<file path="config.mk">
export PLATFORM = sky130hd
export DESIGN_NAME = wft_cell
export DESIGN_NICKNAME = d
export VERILOG_FILES = /design/src/rtl/wft_pkg.sv /design/src/rtl/wft_cell.sv
export SDC_FILE = /design/constraint.sdc
export NUM_CORES = 1
export LEC_CHECK = 0
export BUFFER_PORTS_ARGS = -buffer_cell sky130_fd_sc_hd__buf_2
export CAP_MARGIN = 20
export CELL_PAD_IN_SITES_DETAIL_PLACEMENT = 1
export CELL_PAD_IN_SITES_GLOBAL_PLACEMENT = 1
export CORE_UTILIZATION = 51
export CTS_CLUSTER_SIZE = 14
export DETAILED_ROUTE_END_ITERATION = 12
export PLACE_DENSITY = 0.78
export SLEW_MARGIN = 20
export SYNTH_ARGS = -nofsm -noshare
export SYNTH_HDL_FRONTEND = slang
export SYNTH_SLANG_ARGS = --single-unit
</file>
<file path="constraint.sdc">
create_clock -name i_clk -period 3.12 [get_ports i_clk]
set_input_delay 0.624 -clock i_clk [delete_from_list [all_inputs] [get_ports i_clk]]
set_output_delay 0.624 -clock i_clk [all_outputs]
set_load 0.01 [all_outputs]
</file>
<file path="src/rtl/wft_pkg.sv">
package wft_pkg;

    // table geometry
    localparam int TABLE_DEPTH  = 64;
    localparam int MAX_WORD_LEN = 41;

    // derived widths
    localparam int IDX_W = $clog2(TABLE_DEPTH);
    localparam int CNT_W = $clog2(TABLE_DEPTH + 1);
    localparam int POS_W = $clog2(MAX_WORD_LEN);
    localparam int LEN_W = $clog2(MAX_WORD_LEN + 1);

    // word delimiters
    localparam logic [7:0] CHAR_SPACE   = 8'd32;
    localparam logic [7:0] CHAR_NEWLINE = 8'd10;

    localparam logic [31:0] COUNT_MAX = 32'hFFFF_FFFF;

    // input beat
    typedef struct packed {
        logic [7:0] text_byte;
        logic       end_of_text;
    } t_in;

    // result beat
    typedef struct packed {
        logic [5:0]  entry_index;
        logic [31:0] word_count;
        logic        newly_added;
        logic        table_full;
        logic        word_truncated;
        logic [6:0]  distinct_words;
        logic [31:0] total_occurrences;
        logic        stream_done;
    } t_out;

    // one character of the word under search, shifted from cell to cell;
    // the search outcome rides along with the last character
    typedef struct packed {
        logic             vld;
        logic             last;
        logic [POS_W-1:0] pos;
        logic [7:0]       data;
        logic [LEN_W-1:0] len;
        logic [CNT_W-1:0] target;
        logic             found;
        logic             added;
        logic [IDX_W-1:0] slot;
        logic [31:0]      count;
    } t_beat;

endpackage

</file>
<file path="src/rtl/wft_cell.sv">
module wft_cell (
    input  logic                      i_clk,
    input  logic                      i_rst_n,
    input  logic [wft_pkg::IDX_W-1:0] i_index,
    input  wft_pkg::t_beat            i_beat,
    output wft_pkg::t_beat            o_beat
);

    // stored key, its length and count for this slot
    logic [7:0]                r_key [wft_pkg::MAX_WORD_LEN];
    logic [wft_pkg::LEN_W-1:0] r_len;
    logic [31:0]               r_count;

    wft_pkg::t_beat            r_a;
    logic [7:0]                r_rdata;
    logic                      r_match;
    wft_pkg::t_beat            r_out;

    logic                      w_self_in;
    logic                      w_self_a;
    logic                      w_valid_a;
    logic                      w_eq;
    logic                      n_match;
    logic                      w_hit;
    logic                      w_claim;
    wft_pkg::t_beat            n_beat;
    logic [wft_pkg::LEN_W-1:0] n_len;
    logic [31:0]               n_count;

    assign w_self_in = (wft_pkg::CNT_W'(i_index) == i_beat.target);
    assign w_self_a  = (wft_pkg::CNT_W'(i_index) == r_a.target);
    assign w_valid_a = (wft_pkg::CNT_W'(i_index) < r_a.target);

    // key store: the free slot takes the word as it passes, every slot reads
    always_ff @(posedge i_clk) begin
        if (i_beat.vld) begin
            if (w_self_in) begin
                r_key[i_beat.pos] <= i_beat.data;
            end
            r_rdata <= r_key[i_beat.pos];
        end
    end

    // compare and update on the second stage
    always_comb begin
        w_eq    = (r_rdata == r_a.data);
        n_match = (r_a.pos == '0) ? w_eq : (r_match & w_eq);
        w_hit   = r_a.vld && r_a.last && w_valid_a && n_match && (r_len == r_a.len)
                  && !r_a.found;
        w_claim = r_a.vld && r_a.last && w_self_a && !r_a.found;
        n_beat  = r_a;
        n_len   = r_len;
        n_count = r_count;
        if (w_hit) begin
            n_count      = (r_count == wft_pkg::COUNT_MAX) ? r_count : r_count + 32'd1;
            n_beat.found = 1'b1;
            n_beat.slot  = i_index;
            n_beat.count = n_count;
        end
        if (w_claim) begin
            n_len        = r_a.len;
            n_count      = 32'd1;
            n_beat.added = 1'b1;
            n_beat.slot  = i_index;
            n_beat.count = 32'd1;
        end
    end

    // pipeline registers
    always_ff @(posedge i_clk) begin
        if (!i_rst_n) begin
            r_a.vld   <= 1'b0;
            r_out.vld <= 1'b0;
        end else begin
            r_a   <= i_beat;
            r_out <= n_beat;
        end
    end

    // slot contents
    always_ff @(posedge i_clk) begin
        if (r_a.vld) begin
            r_match <= n_match;
            r_len   <= n_len;
            r_count <= n_count;
        end
    end

    assign o_beat = r_out;

endmodule

</file>
==> metrics.csv <==
metric;value;unit
number of warnings reported in the yosys synthesis log;0;
Resized cells post-CTS;0;
setup violation total in the final timing report;0;
cts hold-fix bufs;0;
ratio of cells with drive above 1 in the final layout;0.2341;
setup tns final;0;ns
path category of the worst min-delay check;in2reg;
signal arrival time at the worst endpoint;3.16;ns
First-pass DRT Iterations;5;
number of placed I/O pins;146;
top cell types by occurrence after synthesis;sky130_fd_sc_hd__edfxtp_1 (511), sky130_fd_sc_hd__a22oi_1 (135), sky130_fd_sc_hd__nor2_1 (100);
via total after detailed routing;12335;
library cells used by synthesis;62;
Clock Skew;0.02755;ns
RePlAce Congestion;0.8680;
starting utilization of the core area;0.5215;
dominant combinational cell family by area after synthesis;compound AO/OA/AOI/OAI gates;
I/O Buffers;145;
Sink Count;513;
Core Region;37930;um2
unrepaired setup endpoints after global routing;false;
number of hold violations in the final report;0;
type of the worst setup path;reg2reg;
clk slew on worst S/H paths;0.06;ns
Die Outline Area;39580;um2
sequence of cells on the critical path;xnor2_1 > nand4_1 > nor3_1 > and4_1 > buf_12 > nor2_1 > nor3_1;
Cells after Synth;1203;
DPL Wire Length;34430;um
Yosys top cell by area;sky130_fd_sc_hd__edfxtp_1;
Filler Cells Inserted;3433;
cell with the most instances after synthesis;sky130_fd_sc_hd__edfxtp_1;
remaining number of nets flagged by the antenna check after routing;0;
Met3 Routed Length;3853;um
Worst path slowest cell;sky130_fd_sc_hd__nor3_1;
Yosys top cell area share;0.7758;
count of buffering cells on the critical path with inverters included;1;
share of the synthesized area in compound gates (AO/OA/AOI/OAI);0.09729;
placement row count;71;
uppermost routed layer;met4;
number of synthesized flops with an enable pin;511;
dominant cells by area after synthesis;sky130_fd_sc_hd__edfxtp_1 (78%), sky130_fd_sc_hd__a22oi_1 (5.1%), sky130_fd_sc_hd__nor2_1 (1.9%);
height of the die;198.9;um
cell chosen for the clock root;sky130_fd_sc_hd__clkbuf_16;
number of nets in the synthesized netlist;1287;
multiplexer fraction of the synthesized cell area;0.01695;
maximum number of pins on one net before global-route repair;63;
slew at the pin closest to its max-slew limit;1.001;ns
pre-CTS setup slack;0.03742;ns
fraction of the yosys area taken by sequential cells;0.7778;
max-cap violations;0;
largest fanout on the critical path;34;
width of the die;198.9;um
Clock H-tree levels;2;
global-route wire length before repair;81080;um
number of max-slew violations in the final report;0;
Max stage delay on crit path;0.63;ns
Slew Limit Headroom;0.3322;
FF+latch count, synth;513;
detail-routed via count per cell;6.242;
wire per inst;27.91;um
XOR/XNOR Fraction of Synth Area;0.01638;
setup slack after layout;0.3151;ns
CTS Buf Count;51;
category of the worst setup path launch point;register;
netlist area before placement;19780;um2
PD cells;632.7;nW/um2
most prevalent standard cell on the critical path;sky130_fd_sc_hd__nor3_1;
initial antenna violation count;0;
simple-gate share of the synthesized area;0.07230;
Post-Synth Adder-Cell Area;0.004428;
maximum number of buffers from clock root to sink;3;
Routed WL;55150;um
final net count;1508;
final cycle utilization of the critical path;0.8990;
Async S/R FF share, synth;0;
total chip power;14780;uW
clock tree from TritonCTS;done;
number of inserted diodes;0;
routed wl met2;28160;um
worst vdd ir;0.5879;mV
timing-limited maximum frequency;356.5;MHz
static power due to leakage;0.007720;uW
Clk Latency, worst-skew pair;0.60;ns
kind of end point of the critical path;register;
remaining global-route overflow;0;
number of setup buffers added after CTS;0;
run status;finished clean;
Worst EP required;3.47;ns
relative area change from synthesis to final layout;18.06;%
violation count after the first detailed-routing iteration;1004;
Tmin final;2.805;ns
average cell area after synthesis;16.44;um2
overall track demand over capacity in global routing;0.2826;
Final Core Density;0.6156;
DRC errors left;0;
prevailing post-synth register cell;sky130_fd_sc_hd__edfxtp_1;
via count of the first global-routing pass;12727;
cell family with most CP delay;simple AND/OR/NAND/NOR gates;
Routed met1 length;21360;um
[layout make-up]
cell class	instances	area, um2	area share
inverter	13	48.80	0.002090
tap	511	639.4	0.02738
clock buffer	63	1373	0.05878
clock inverter	31	334.1	0.01431
multi-input combinational	616	4135	0.1771
timing repair buffer	229	1438	0.06156
sequential	513	15380	0.6588
[layer usage]
| metal | global-route usage | vias to the layer above |
|---|---|---|
| li1 | - | 5277 |
| met1 | 0.3582 | 6313 |
| met2 | 0.4904 | 611 |
| met3 | 0.04578 | 134 |
| met4 | 0.1034 | 0 |
| met5 | 0 | - |
[metrics by stage]
stage               instance area [um2]  std cells  hold WS, ns
floorplan                         19780       1203       0.4264
global placement                  21640       1882       0.4316
detailed placement                21640       1882       0.4381
CTS                               23350       1976       0.1778
global route                      23350       1976       0.1914
finish                            23350       1976       0.2045
[report_power, final]
part / switching [uW] / leakage [uW] / internal, uW
combinational: 449 / 0.00216 / 228
sequential: 64.3 / 0.00473 / 7750
clock: 2590 / 0.000839 / 3690
[state kept, by name, indices dropped and copies added (netlist names)]
signal,cells
r_match,1
r_count,32
r_len,6
r_rdata,8
r_key,328
r_a,40
o_beat,69
n_beat,29
[cells by family (layout without fill, tap and decap cells)]
kind of cell / after synthesis / count (layout)
DFF: 513 / 513
and+or+nand+nor: 280 / 280
AOI/OAI and AO/OA: 264 / 264
buffers and inverters: 74 / 336
xor gates and xnor gates: 37 / 37
muxes: 28 / 28
adders and majority gates: 7 / 7
[final timing paths]
path	startpoint	end	slack, ns	cells after the start
worst max register to register	n_beat[60]	o_beat[1]	0.32	7
worst max-delay path	n_beat[60]	o_beat[1]	0.32	7
worst min register to register	n_beat[42]	o_beat[42]	0.45	0
worst min-delay path	i_beat[32]	r_a[32]	0.20	1
[cells in the final DEF (no fill, tap or decap), types with 16 or more instances in the layout]
master,n
sky130_fd_sc_hd__xnor2_1,26
sky130_fd_sc_hd__buf_4,78
sky130_fd_sc_hd__buf_2,144
sky130_fd_sc_hd__a22oi_1,135
sky130_fd_sc_hd__a21oi_1,24
sky130_fd_sc_hd__o21ai_0,27
sky130_fd_sc_hd__and2_1,16
sky130_fd_sc_hd__nand3_1,21
sky130_fd_sc_hd__clkbuf_16,52
sky130_fd_sc_hd__nor2_1,97
sky130_fd_sc_hd__edfxtp_1,511
sky130_fd_sc_hd__nor3_1,25
sky130_fd_sc_hd__nor4_1,17
sky130_fd_sc_hd__a41oi_1,32
sky130_fd_sc_hd__nand2_1,38
No activity file was read; power rests on OpenSTA's default activity.
